--- config.mk ---
export PLATFORM = sky130hd
export DESIGN_NAME = at_response_line_classifier
export DESIGN_NICKNAME = d
export VERILOG_FILES = /design/src/hw/rtl/at_rlc_pkg.sv /design/src/hw/rtl/at_response_line_classifier.sv
export SDC_FILE = /design/constraint.sdc
export NUM_CORES = 1
export LEC_CHECK = 0
export BUFFER_PORTS_ARGS = -buffer_cell sky130_fd_sc_hd__buf_2
export CAP_MARGIN = 25
export CORE_MARGIN = 2
export CORE_UTILIZATION = 64
export DETAILED_ROUTE_END_ITERATION = 8
export GPL_TIMING_DRIVEN = 0
export HOLD_SLACK_MARGIN = 0.12
export PLACE_DENSITY = 0.83
export REMOVE_ABC_BUFFERS = 1
export SLEW_MARGIN = 20
export SYNTH_ARGS = -nofsm -noshare
export SYNTH_HDL_FRONTEND = slang
export SYNTH_SLANG_ARGS = --single-unit
--- constraint.sdc ---
create_clock -name i_clk -period 9.7 [get_ports i_clk]
set_input_delay 0.485 -clock i_clk [delete_from_list [all_inputs] [get_ports i_clk]]
set_output_delay 0.485 -clock i_clk [all_outputs]
set_load 0.01 [all_outputs]
--- src/hw/rtl/at_rlc_pkg.sv ---
// ----------------------------------------------------------------------------
// at_rlc_pkg
// Opcodes, event codes, keyword patterns and sizes for the response line
// classifier.
// ----------------------------------------------------------------------------
package at_rlc_pkg;

    localparam int LineMax    = 128;
    localparam int IpMax      = 32;
    localparam int QueueDepth = 8;
    localparam int WinLen     = 15;
    localparam int SubCount   = 11;

    localparam int LenW  = $clog2(LineMax);
    localparam int IpW   = $clog2(IpMax);
    localparam int QW    = $clog2(QueueDepth);

    typedef enum logic [2:0] {
        OP_CHAR  = 3'd0,
        OP_EOL   = 3'd1,
        OP_POP   = 3'd2,
        OP_SEND  = 3'd3,
        OP_IPRD  = 3'd4,
        OP_CLEAR = 3'd5
    } t_opcode;

    typedef logic [3:0] t_event;

    localparam t_event EV_NONE      = 4'd0;
    localparam t_event EV_GOT_IP    = 4'd1;
    localparam t_event EV_OK        = 4'd2;
    localparam t_event EV_ERROR     = 4'd3;
    localparam t_event EV_DISCONN   = 4'd4;
    localparam t_event EV_CONNECTED = 4'd5;
    localparam t_event EV_IP_PARSED = 4'd6;
    localparam t_event EV_TCP_CONN  = 4'd7;
    localparam t_event EV_TCP_CLOSE = 4'd8;
    localparam t_event EV_PROMPT    = 4'd9;
    localparam t_event EV_SEND_OK   = 4'd10;
    localparam t_event EV_SEND_FAIL = 4'd11;

    localparam int KW_GOT_IP  = 0;
    localparam int KW_ERROR   = 1;
    localparam int KW_FAIL    = 2;
    localparam int KW_DISCONN = 3;
    localparam int KW_BUSY    = 4;
    localparam int KW_CONN_ED = 5;
    localparam int KW_CIFSR   = 6;
    localparam int KW_CLOSED  = 7;
    localparam int KW_PROMPT  = 8;
    localparam int KW_SEND_OK = 9;
    localparam int KW_SEND_FL = 10;

    localparam logic [87:0]  PAT_GOT_IP  = "WIFI GOT IP";
    localparam logic [39:0]  PAT_ERROR   = "ERROR";
    localparam logic [31:0]  PAT_FAIL    = "FAIL";
    localparam logic [119:0] PAT_DISCONN = "WIFI DISCONNECT";
    localparam logic [31:0]  PAT_BUSY    = "busy";
    localparam logic [111:0] PAT_CONN_ED = "WIFI CONNECTED";
    localparam logic [95:0]  PAT_CIFSR   = "+CIFSR:STAIP";
    localparam logic [47:0]  PAT_CLOSED  = "CLOSED";
    localparam logic [7:0]   PAT_PROMPT  = ">";
    localparam logic [55:0]  PAT_SEND_OK = "SEND OK";
    localparam logic [71:0]  PAT_SEND_FL = "SEND FAIL";
    localparam logic [15:0]  PAT_OK      = "OK";
    localparam logic [55:0]  PAT_CONNECT = "CONNECT";
    localparam logic [7:0]   CHR_QUOTE   = 8'h22;

endpackage

--- src/hw/rtl/at_response_line_classifier.sv ---
// ----------------------------------------------------------------------------
// at_response_line_classifier
// Sorts modem response lines into event codes, queues them in a ring and
// keeps the last parsed IP address text.
// ----------------------------------------------------------------------------
//  channel  | valid   | stall   | payload
//  ---------+---------+---------+---------------------------------------------
//  input    | i_valid | o_stall | i_opcode, i_char_byte, i_ip_index
//  output   | o_valid | i_stall | o_event_code, o_busy_res, o_send_accepted,
//           |         |         | o_ip_char, o_ip_length, o_event_dropped
//
//  One beat in per cycle while o_stall is low; each result passes the read
//  stage and then the output register, after the registered read of the event ring and IP memories.
//  Synchronous reset clears line, ring pointers, IP length and busy flag.
//  A stalled output holds one result and one more in the read stage, then
//  the input stalls.
// ----------------------------------------------------------------------------
module at_response_line_classifier (
    input  logic       i_clk,
    input  logic       i_rst_n,
    input  logic       i_valid,
    output logic       o_stall,
    input  logic [2:0] i_opcode,
    input  logic [7:0] i_char_byte,
    input  logic [4:0] i_ip_index,
    output logic       o_valid,
    input  logic       i_stall,
    output logic [3:0] o_event_code,
    output logic       o_busy_res,
    output logic       o_send_accepted,
    output logic [7:0] o_ip_char,
    output logic [4:0] o_ip_length,
    output logic       o_event_dropped
);

    localparam int WinW = at_rlc_pkg::WinLen * 8;
    localparam int LW   = at_rlc_pkg::LenW;
    localparam int IW   = at_rlc_pkg::IpW;
    localparam int QW   = at_rlc_pkg::QW;

    logic [7:0]                 r_ip_mem [2 * at_rlc_pkg::IpMax];
    at_rlc_pkg::t_event         r_ring   [at_rlc_pkg::QueueDepth];

    logic [WinW-1:0]            r_win, n_win;
    logic [LW-1:0]              r_len, n_len;
    logic [at_rlc_pkg::SubCount-1:0] r_flags, n_flags;
    logic [1:0]                 r_exact, n_exact;
    logic [LW-1:0]              r_fq, n_fq, r_lq, n_lq;
    logic                       r_fq_v, n_fq_v, r_lq_v, n_lq_v;
    logic                       r_bank, n_bank;
    logic [IW-1:0]              r_iplen, n_iplen;
    logic [QW-1:0]              r_head, n_head, r_tail, n_tail;
    logic                       r_wait, n_wait;

    logic                       r_s1_vld;
    logic                       r_s1_pop, r_s1_ipen, r_s1_acc, r_s1_drop, r_s1_wait;
    logic [IW-1:0]              r_s1_iplen;
    at_rlc_pkg::t_event         r_ev_rd;
    logic [7:0]                 r_ip_rd;

    logic                       r_o_vld;
    at_rlc_pkg::t_event         r_o_ev;
    logic                       r_o_wait, r_o_acc, r_o_drop;
    logic [7:0]                 r_o_ipc;
    logic [IW-1:0]              r_o_iplen;

    logic                       adv, acc;
    logic                       n_pop, n_ipen, n_acc, n_drop;
    logic                       cap_we, push_we;
    logic [IW-1:0]              cap_off;
    at_rlc_pkg::t_event         ev;
    logic [LW-1:0]              q_len;
    logic [LW-1:0]              gap;

    assign adv     = !r_o_vld || !i_stall;
    assign o_stall = r_s1_vld && !adv;
    assign acc     = i_valid && !o_stall;

    always_comb begin
        n_win   = r_win;
        n_len   = r_len;
        n_flags = r_flags;
        n_exact = r_exact;
        n_fq    = r_fq;
        n_fq_v  = r_fq_v;
        n_lq    = r_lq;
        n_lq_v  = r_lq_v;
        n_bank  = r_bank;
        n_iplen = r_iplen;
        n_head  = r_head;
        n_tail  = r_tail;
        n_wait  = r_wait;
        n_pop   = 1'b0;
        n_ipen  = 1'b0;
        n_acc   = 1'b0;
        n_drop  = 1'b0;
        cap_we  = 1'b0;
        cap_off = '0;
        push_we = 1'b0;
        ev      = at_rlc_pkg::EV_NONE;
        gap     = r_fq + LW'(1);
        q_len   = r_lq - gap;
        if (acc) begin
            unique case (at_rlc_pkg::t_opcode'(i_opcode))
                at_rlc_pkg::OP_CHAR: begin
                    if (i_char_byte != 8'd0 && r_len != LW'(at_rlc_pkg::LineMax - 1)) begin
                        n_win = {r_win[WinW-9:0], i_char_byte};
                        if (i_char_byte == at_rlc_pkg::CHR_QUOTE) begin
                            if (!r_fq_v) begin
                                n_fq   = r_len;
                                n_fq_v = 1'b1;
                            end
                            n_lq   = r_len;
                            n_lq_v = 1'b1;
                        end
                        if (r_fq_v && r_len > r_fq
                                && (r_len - gap) < LW'(at_rlc_pkg::IpMax)) begin
                            cap_we  = 1'b1;
                            cap_off = IW'(r_len - gap);
                        end
                        n_len = r_len + LW'(1);
                        if (n_win[87:0]   == at_rlc_pkg::PAT_GOT_IP)
                            n_flags[at_rlc_pkg::KW_GOT_IP]  = 1'b1;
                        if (n_win[39:0]   == at_rlc_pkg::PAT_ERROR)
                            n_flags[at_rlc_pkg::KW_ERROR]   = 1'b1;
                        if (n_win[31:0]   == at_rlc_pkg::PAT_FAIL)
                            n_flags[at_rlc_pkg::KW_FAIL]    = 1'b1;
                        if (n_win[119:0]  == at_rlc_pkg::PAT_DISCONN)
                            n_flags[at_rlc_pkg::KW_DISCONN] = 1'b1;
                        if (n_win[31:0]   == at_rlc_pkg::PAT_BUSY)
                            n_flags[at_rlc_pkg::KW_BUSY]    = 1'b1;
                        if (n_win[111:0]  == at_rlc_pkg::PAT_CONN_ED)
                            n_flags[at_rlc_pkg::KW_CONN_ED] = 1'b1;
                        if (n_win[95:0]   == at_rlc_pkg::PAT_CIFSR)
                            n_flags[at_rlc_pkg::KW_CIFSR]   = 1'b1;
                        if (n_win[47:0]   == at_rlc_pkg::PAT_CLOSED)
                            n_flags[at_rlc_pkg::KW_CLOSED]  = 1'b1;
                        if (n_win[7:0]    == at_rlc_pkg::PAT_PROMPT)
                            n_flags[at_rlc_pkg::KW_PROMPT]  = 1'b1;
                        if (n_win[55:0]   == at_rlc_pkg::PAT_SEND_OK)
                            n_flags[at_rlc_pkg::KW_SEND_OK] = 1'b1;
                        if (n_win[71:0]   == at_rlc_pkg::PAT_SEND_FL)
                            n_flags[at_rlc_pkg::KW_SEND_FL] = 1'b1;
                        n_exact[0] = (n_len == LW'(2)) && (n_win[15:0] == at_rlc_pkg::PAT_OK);
                        n_exact[1] = (n_len == LW'(7))
                                     && (n_win[55:0] == at_rlc_pkg::PAT_CONNECT);
                    end
                end
                at_rlc_pkg::OP_EOL: begin
                    if (r_flags[at_rlc_pkg::KW_GOT_IP]) begin
                        ev = at_rlc_pkg::EV_GOT_IP;
                    end else if (r_exact[0]) begin
                        ev     = at_rlc_pkg::EV_OK;
                        n_wait = 1'b0;
                    end else if (r_flags[at_rlc_pkg::KW_ERROR] || r_flags[at_rlc_pkg::KW_FAIL]) begin
                        ev     = at_rlc_pkg::EV_ERROR;
                        n_wait = 1'b0;
                    end else if (r_flags[at_rlc_pkg::KW_DISCONN]) begin
                        ev = at_rlc_pkg::EV_DISCONN;
                    end else if (r_flags[at_rlc_pkg::KW_BUSY]) begin
                        ev = at_rlc_pkg::EV_NONE;
                    end else if (r_flags[at_rlc_pkg::KW_CONN_ED]) begin
                        ev = at_rlc_pkg::EV_CONNECTED;
                    end else if (r_flags[at_rlc_pkg::KW_CIFSR]) begin
                        if (r_fq_v && r_lq_v && r_lq > r_fq
                                && q_len < LW'(at_rlc_pkg::IpMax)) begin
                            ev      = at_rlc_pkg::EV_IP_PARSED;
                            n_iplen = IW'(q_len);
                            n_bank  = !r_bank;
                        end
                    end else if (r_exact[1]) begin
                        ev = at_rlc_pkg::EV_TCP_CONN;
                    end else if (r_flags[at_rlc_pkg::KW_CLOSED]) begin
                        ev = at_rlc_pkg::EV_TCP_CLOSE;
                    end else if (r_flags[at_rlc_pkg::KW_PROMPT]) begin
                        ev = at_rlc_pkg::EV_PROMPT;
                    end else if (r_flags[at_rlc_pkg::KW_SEND_OK]) begin
                        ev = at_rlc_pkg::EV_SEND_OK;
                    end else if (r_flags[at_rlc_pkg::KW_SEND_FL]) begin
                        ev = at_rlc_pkg::EV_SEND_FAIL;
                    end
                    if (ev != at_rlc_pkg::EV_NONE) begin
                        if (r_head + QW'(1) == r_tail) begin
                            n_drop = 1'b1;
                        end else begin
                            push_we = 1'b1;
                            n_head  = r_head + QW'(1);
                        end
                    end
                    n_win   = '0;
                    n_len   = '0;
                    n_flags = '0;
                    n_exact = '0;
                    n_fq    = '0;
                    n_fq_v  = 1'b0;
                    n_lq    = '0;
                    n_lq_v  = 1'b0;
                end
                at_rlc_pkg::OP_POP: begin
                    if (r_tail != r_head) begin
                        n_pop  = 1'b1;
                        n_tail = r_tail + QW'(1);
                    end
                end
                at_rlc_pkg::OP_SEND: begin
                    if (!r_wait) begin
                        n_wait = 1'b1;
                        n_acc  = 1'b1;
                    end
                end
                at_rlc_pkg::OP_IPRD: begin
                    n_ipen = i_ip_index < r_iplen;
                end
                at_rlc_pkg::OP_CLEAR: begin
                    n_wait  = 1'b0;
                    n_head  = '0;
                    n_tail  = '0;
                    n_iplen = '0;
                end
                default: begin
                end
            endcase
        end
    end

    // memories: capture into the idle bank, read from the live one
    always_ff @(posedge i_clk) begin
        if (cap_we) begin
            r_ip_mem[{!r_bank, cap_off}] <= i_char_byte;
        end
        if (acc) begin
            r_ip_rd <= r_ip_mem[{r_bank, i_ip_index}];
        end
    end

    always_ff @(posedge i_clk) begin
        if (push_we) begin
            r_ring[r_head] <= ev;
        end
        if (acc) begin
            r_ev_rd <= r_ring[r_tail];
        end
    end

    always_ff @(posedge i_clk) begin
        if (!i_rst_n) begin
            r_win    <= '0;
            r_len    <= '0;
            r_flags  <= '0;
            r_exact  <= '0;
            r_fq     <= '0;
            r_fq_v   <= 1'b0;
            r_lq     <= '0;
            r_lq_v   <= 1'b0;
            r_bank   <= 1'b0;
            r_iplen  <= '0;
            r_head   <= '0;
            r_tail   <= '0;
            r_wait   <= 1'b0;
            r_s1_vld <= 1'b0;
            r_o_vld  <= 1'b0;
        end else begin
            r_win    <= n_win;
            r_len    <= n_len;
            r_flags  <= n_flags;
            r_exact  <= n_exact;
            r_fq     <= n_fq;
            r_fq_v   <= n_fq_v;
            r_lq     <= n_lq;
            r_lq_v   <= n_lq_v;
            r_bank   <= n_bank;
            r_iplen  <= n_iplen;
            r_head   <= n_head;
            r_tail   <= n_tail;
            r_wait   <= n_wait;
            if (adv) begin
                r_o_vld <= r_s1_vld;
            end
            if (acc) begin
                r_s1_vld <= 1'b1;
            end else if (adv) begin
                r_s1_vld <= 1'b0;
            end
        end
    end

    always_ff @(posedge i_clk) begin
        if (acc) begin
            r_s1_pop   <= n_pop;
            r_s1_ipen  <= n_ipen;
            r_s1_acc   <= n_acc;
            r_s1_drop  <= n_drop;
            r_s1_wait  <= n_wait;
            r_s1_iplen <= n_iplen;
        end
        if (adv && r_s1_vld) begin
            r_o_ev    <= r_s1_pop ? r_ev_rd : at_rlc_pkg::EV_NONE;
            r_o_ipc   <= r_s1_ipen ? r_ip_rd : 8'd0;
            r_o_wait  <= r_s1_wait;
            r_o_acc   <= r_s1_acc;
            r_o_drop  <= r_s1_drop;
            r_o_iplen <= r_s1_iplen;
        end
    end

    assign o_valid         = r_o_vld;
    assign o_event_code    = r_o_ev;
    assign o_busy_res      = r_o_wait;
    assign o_send_accepted = r_o_acc;
    assign o_ip_char       = r_o_ipc;
    assign o_ip_length     = r_o_iplen;
    assign o_event_dropped = r_o_drop;

`ifndef ASSERT_OFF
    a_acc_busy: assert property (@(posedge i_clk) disable iff (!i_rst_n)
        o_valid && o_send_accepted |-> o_busy_res)
        else $error("accepted send without busy");

    a_len_cap: assert property (@(posedge i_clk) disable iff (!i_rst_n)
        r_len <= LW'(at_rlc_pkg::LineMax - 1))
        else $error("line length overrun");

    a_drop_full: assert property (@(posedge i_clk) disable iff (!i_rst_n)
        acc && n_drop |-> r_head + QW'(1) == r_tail && !push_we)
        else $error("drop with room in ring");

    a_stall_hold: assert property (@(posedge i_clk) disable iff (!i_rst_n)
        r_o_vld && i_stall |=> r_o_vld && $stable(r_o_ev) && $stable(r_o_iplen))
        else $error("output changed under stall");
`endif

endmodule

Yosys cells after proc, flatten, opt, wreduce, memory -nomap -nowiden
Memory sizes are Yosys's and may differ from the RTL's. A register that Yosys moved wholly into a read port is not among the register bits.
Cells that the tools add are included.
{"block": "op_classes", "addsub": 6, "multipliers": 0, "n_div": 0, "n_lt_le_gt_ge": 5, "n_eq_ne": 41, "shifts": 0, "muxes": 87, "bitwise": 6, "n_reduce_logical": 42}
{"operator": "case mux 112 bit (2 select lines)", "count": 1}
{"operator": "equality test 120 x 119 -> 1 bit, second input constant", "count": 1}
{"operator": "equality test 112 x 111 -> 1 bit, second input constant", "count": 1}
{"operator": "equality test 56 x 55 -> 1 bit, second input constant", "count": 2}
{"operator": "2-to-1 mux 112 bit", "count": 1}
{"operator": "equality test 96 x 94 -> 1 bit, second input constant", "count": 1}
{"operator": "equality test 88 x 87 -> 1 bit, second input constant", "count": 1}
{"operator": "equality test 72 x 71 -> 1 bit, second input constant", "count": 1}
{"operator": "2-to-1 mux 5 bit", "count": 13}
{"operator": "equality test 32 x 31 -> 1 bit, second input constant", "count": 2}
{"operator": "2-to-1 mux 4 bit", "count": 16}
{"operator": "AND reduction 4 bit", "count": 13}
{"operator": "equality test 48 x 47 -> 1 bit, second input constant", "count": 1}
{"operator": "2-to-1 mux 7 bit", "count": 6}
{"operator": "case mux 7 bit (2 select lines)", "count": 3}
{"operator": "equality test 40 x 39 -> 1 bit, second input constant", "count": 1}
{"operator": "2-to-1 mux 1 bit", "count": 34}
{"operator": "inequality test 2 bit, second input constant", "count": 17}
{"operator": "case mux 11 bit (2 select lines)", "count": 1}
{"operator": "equality test 16 x 15 -> 1 bit, second input constant", "count": 1}
{"operator": "equality test 8 x 6 -> 1 bit, second input constant", "count": 2}
{"operator": "adder 7 x 1 -> 7 bit, second input constant", "count": 2}
{"operator": "greater-than comparator 7 bit", "count": 2}
{"operator": "< comparator 7 x 6 -> 1 bit, second input constant", "count": 2}
{"operator": "31 further kinds", "count": 62}
{"block": "word_totals", "register_bits": 192, "latchBits": 0, "ram_bits": 544, "mem_bits_ro": 0, "output_inout_bits": 22, "wordCells": 225, "memories": 2}
{"memory": "r_ip_mem", "depth": 64, "word_bits": 8, "rd": 1, "rd_ports_with_merged_regs": 1, "wr": 1, "line": "at_response_line_classifier.sv:41", "source": "logic [7:0] r_ip_mem [2 * at_rlc_pkg::IpMax];"}
{"memory": "r_ring", "depth": 8, "word_bits": 4, "rd": 1, "rd_ports_with_merged_regs": 1, "wr": 1, "line": "at_response_line_classifier.sv:42", "source": "at_rlc_pkg::t_event r_ring [at_rlc_pkg::QueueDepth];"}

Logic depth before layout (Yosys ltp)
{"block": "logic_depth", "word_depth": 20, "ltp_mapped": 13}

Worst setup path after synthesis
Ideal clock, no wire load.
{"block": "synth_path", "kind": "register -> register", "from": "register r_fq[0]", "to": "memory r_ip_mem[60][0], enable pin", "setup_ns": 0.383, "arrival_ns": 3.550, "path_slack_ns": 5.767, "path_stages_with_launch": 12, "n_path_buf": 1, "period_less_slack_ns": 3.933, "cell_sequence": "dfxtp_1 ha_1 inv_1 fa_1 maj3_1 maj3_2 maj3_1 a21oi_1 xnor2_1 nand4b_2 buf_6 nor3_1"}
{"block": "synth_via", "elab_chain_cells": 10}
{"element": "start, declared", "line": "at_response_line_classifier.sv:48", "source": "logic [LW-1:0] r_fq, n_fq, r_lq, n_lq;"}
{"element": "start signal, assigned", "line": "at_response_line_classifier.sv:267", "source": "r_fq <= n_fq;"}
{"element": "adder 7 x 1 -> 7 bit", "line": "at_response_line_classifier.sv:101", "source": "gap = r_fq + LW'(1);"}
{"element": "subtractor 7 bit", "line": "at_response_line_classifier.sv:119", "source": "cap_off = IW'(r_len - gap);"}
{"element": "< comparator 7 x 6 -> 1 bit", "line": "at_response_line_classifier.sv:117", "source": "&& (r_len - gap) < LW'(at_rlc_pkg::IpMax)) begin"}
{"element": "logical AND 1 bit", "line": "at_response_line_classifier.sv:117"}
{"element": "2-to-1 mux 1 bit", "line": "at_response_line_classifier.sv:116", "source": "if (r_fq_v && r_len > r_fq"}
{"element": "2-to-1 mux 1 bit", "line": "at_response_line_classifier.sv:106", "source": "if (i_char_byte != 8'd0 && r_len != LW'(at_rlc_pkg::LineMax - 1)) begin"}
{"element": "2-to-1 mux 1 bit", "line": "at_response_line_classifier.sv:104", "source": "unique case (at_rlc_pkg::t_opcode'(i_opcode))"}
{"element": "2-to-1 mux 1 bit", "line": "at_response_line_classifier.sv:103", "source": "if (acc) begin"}
{"element": "2-to-1 mux 1 bit", "line": "at_response_line_classifier.sv:228", "source": "if (cap_we) begin"}
{"element": "2-to-1 mux 1 bit (not written as such)", "line": "at_response_line_classifier.sv:229", "source": "r_ip_mem[{!r_bank, cap_off}] <= i_char_byte;"}
{"element": "end, declared", "line": "at_response_line_classifier.sv:41"}
Parallel ways exist; a longest one is shown, timed or not.

Worst setup path in the final report
{"block": "layout_path", "from": "register r_fq[0]", "to": "memory r_ip_mem[14][0], enable pin"}
The elaborated chain is that of the path after synthesis.

==> impl.org <==
** STA
- Transition time of the tightest slew-check pin :: ~1.0 ns
- Setup-failing EPs final :: 0
- For the finished layout, the period the worst path requires is 5.22 ns.
- The final hold violation count was 0.
- Setup repair after global routing left no endpoint under its margin.
- Based on the critical path, the design can be clocked at up to between 150 and 200 MHz.
- Adding up every negative setup slack in the final design gives 0 ns.
- Pins Over Slew Limit :: 0
- On the final layout, the worst clock skew is approximately 0.031 ns.
- Headroom to the max-slew limit came out at 0.310.
- Of the available clock period, the critical path in the final layout requires 0.538.

** Power
- Dividing total power by cell area gives a power density of 192 mW/mm^2.
- IR analysis of the VDD net gives a maximum drop of ~130 uV.
- After layout, the design draws a total of 0.00666 W.
- Standby leakage power :: between 10 and 15 nW

** Logic synthesis
- In this run, synthesis inferred ~600 flip-flops with an integrated enable.
- Fraction of registers with async set or reset after synthesis :: 0
- Number of synthesized register bits :: 748
- Of the post-synthesis cell area, the dominant cell type holds 0.568.
- After synthesis the cells add up to slightly above 0.03 mm^2.
- Yosys printed 0 warnings.
- Of the synthesized area, sequential elements account for 0.672.
- Most used standard cell by instance count after synthesis :: sky130_fd_sc_hd__edfxtp_1
- Number of distinct library cells after synthesis :: 79
- In the synthesized netlist, the cells that appear most often are sky130_fd_sc_hd__edfxtp_1, sky130_fd_sc_hd__mux4_2, sky130_fd_sc_hd__dfxtp_1, sky130_fd_sc_hd__nor2b_1, sky130_fd_sc_hd__a22oi_1.
- Cell type with the largest total area after synthesis :: sky130_fd_sc_hd__edfxtp_1
- The cell count after synthesis came out at 1,923.
- By area the synthesized netlist is led by sky130_fd_sc_hd__edfxtp_1, sky130_fd_sc_hd__mux4_2, sky130_fd_sc_hd__dfxtp_1.
- Each instance of the synthesized netlist takes up on average 16.1 um^2.
- The most used flip-flop cell after synthesis is sky130_fd_sc_hd__edfxtp_1.

** Setup path
- Top Family by Delay on Critical Path :: adder cells
- Crit path buffers/inverters :: 2
- Critical path type :: register to register
- The worst setup path is launched from a register.
- Kind of capture point of the worst setup path :: register
- For the worst setup path, the data required time is 10.03 ns.
- Ordered list of cells on the worst path :: ha_1, inv_1, fa_1, maj3_1, maj3_2, maj3_1, a21oi_1, xnor2_1, nand4_4, nor3_1, buf_4
- Worst Path Arrival :: 5.55 ns
- Highest net fanout along the worst path :: 32
- Biggest cell delay along the critical path :: 0.89 ns
- Cell with the biggest individual delay on the critical path :: sky130_fd_sc_hd__nor3_1
- Cell repeated most along the worst path :: sky130_fd_sc_hd__maj3_1

** Place
- Number of port buffers :: 41
- Once detailed placement completed, the half-perimeter wirelength came to between 40,000 and 50,000 um.
- At the end of routability-driven placement, the weighted congestion stood at 0.964.

** Status
- Run status :: finished clean

** Global route
- Vias in the first global route :: 18,252
- In the global route stage, met1 resource usage came out at 0.422.
- Antenna violations before repair :: 2
- Total global routing overflow :: 0
- Fraction of met2 tracks used by global routing :: 0.520
- The layer flagged by global routing as most heavily used is met2.
- Total track usage :: 0.317
- Wire length of the first global-routing pass :: 118,000 um
- For met3 alone, demand over resource in global routing was 0.0640.
- Entering global routing, the biggest net connects 84 pins.

** Floorplan
- Number of rows in the core area :: 80
- I/O pins :: between 40 and 50
- The die covers approximately 0.050 mm^2.
- Area of the placeable core :: 0.0477 mm^2
- Measured along the y axis, the die boundary spans 224 um.
- Effective utilization at floorplan :: 0.649
- From left edge to right edge, the die measures roughly 220 um.

** Route
- For this run, design rule violations remaining after detail routing come to 0.
- Detailed Routing Iterations Pass 1 :: 7
- Drt first-iter violations :: 3,035
- Wire length per cell :: 29.9 um
- Vias after detailed routing :: about 19,000
- Using the TritonRoute via totals, the vias-per-cell ratio works out to approximately 7.1.
- The count of nets left with antenna violations once routing finished came out at 0.
- Wires add up to around 80,000 um.

** CTS
- The H-tree was split into 3 levels.
- Clock net sink count :: roughly 750
- Worst-Skew Late Latency :: 0.62 ns
- Once the clock tree was built, the resizer swapped 0 gates to a different size.
- Clock-pin slew was measured on the worst setup and hold paths at 0.06 ns.
- TritonCTS created 73 clock buffers.
- TritonCTS built the clock tree.
- Total setup buffers inserted after CTS :: 0
- Buffers inserted to repair hold after CTS numbered 0.
- CTS root buf :: sky130_fd_sc_hd__clkbuf_16
- Buffer depth of the longest clock path :: 3

** Worst hold path
- Class of the most critical hold timing path :: input port to register

** Layout
- Of the cells placed in the final design, the portion with a size suffix greater than 1 is 0.220.
- Nets :: 1,998
- The area growth from synthesis to layout is 11.9%.

** Run
- Across the run, the number of max-cap violations was 0.
-- cell families after synthesis --
kind of cell / count (synthesis) / share of synthesized area
flip-flops: 748 / 0.672
AND/OR/NAND/NOR: 557 / 0.101
AO/OA/AOI/OAI: 220 / 0.0505
multiplexers: 186 / 0.131
buffers and inverters: 142 / 0.0186
adder cells (fa/ha/maj): 41 / 0.0165
XOR/XNOR: 29 / 0.00973
-- worst register-to-register path: cells and delay by family (launching register included) --
kind | cells | cell delay (ns)
compound gates | 1 | 0.21
xor+xnor | 1 | 0.28
fa+ha+maj | 5 | 1.98
buf+inv | 2 | 0.40
flops | 1 | 0.40
simple gates | 2 | 1.65
-- placed cells by master (no fill, tap or decap), drive strengths merged, types with 18 or more instances in the layout --
cell type and instances:
xnor2 18, nand2 74, buf 58, a22oi 112, nor2b 134, and2 30
a21oi 30, nand3 32, nor2 73, nor3 84, inv 33, ha 30
nor4 23, nand4 19, o21ai 22, clkbuf 106, clkinv 18, mux4 176
edfxtp 586, dfxtp 162
-- state kept, by name, indices dropped and copies added, names as in the netlist, 2 cells and up --
name and flops:
o_event_code 4, r_fq 7, r_ip_rd 8, r_ev_rd 4, r_flags 11, r_len 7
r_lq 7, r_exact 2, r_tail 3, o_ip_length 5, r_ring 32, o_ip_char 8
r_iplen 5, r_head 3, r_ip_mem 512, r_win 112, r_s1_iplen 5
-- metal layers --
metal  up-vias  part of all wire
met5         -           0.00017
met4         2             0.043
met3       257              0.10
met2      1365              0.49
met1      9402              0.36
li1       7641                 -
-- final timing paths --
path                           startpoint  cells past startpoint                   endpoint  slack, ns
hold reg to reg   r_s1_iplen[3]$_DFFE_PP_                      0   o_ip_length[3]$_DFFE_PP_       0.40
setup / recovery     r_fq[0]$_SDFFE_PN0P_                     11  r_ip_mem[14][0]$_DFFE_PP_       4.48
hold / removal                    i_valid                      2      r_s1_vld$_SDFFE_PN0P_       0.16
setup reg to reg     r_fq[0]$_SDFFE_PN0P_                     11  r_ip_mem[14][0]$_DFFE_PP_       4.48
-- area by class of cell --
| class | instances | area [um^2] |
|---|---|---|
| inverters | 32 | 120 |
| fillers | 2574 | 13100 |
| clock buffers | 106 | 2110 |
| flip-flops and latches | 748 | 20800 |
| repair buffers | 58 | 578 |
| clock inverters | 28 | 295 |
| well taps | 615 | 769 |
| diodes | 1 | 2.50 |
| multi-input cells | 1033 | 9970 |
-- stage by stage --
stage	instances	hold slack [ns]	setup WS [ns]	area (um^2)	utilization
2_1_floorplan	1813	0.400	4.63	30500	-
3_3_place_gp	2469	0.405	1.85	31500	0.660
3_5_place_dp	2484	0.408	4.40	32200	0.675
4_1_cts	2618	0.141	4.28	34600	0.726
5_1_grt	2620	0.148	4.33	34700	0.726
6_report	2621	0.164	4.48	34700	0.726
-- power by group --
part	switching (W)	total, W	internal (W)
Sequential	0.00000844	0.00347	0.00346
Combinational	0.000190	0.000307	0.000117
Clock	0.00121	0.00288	0.00167
No activity file was read; power rests on OpenSTA's default activity.
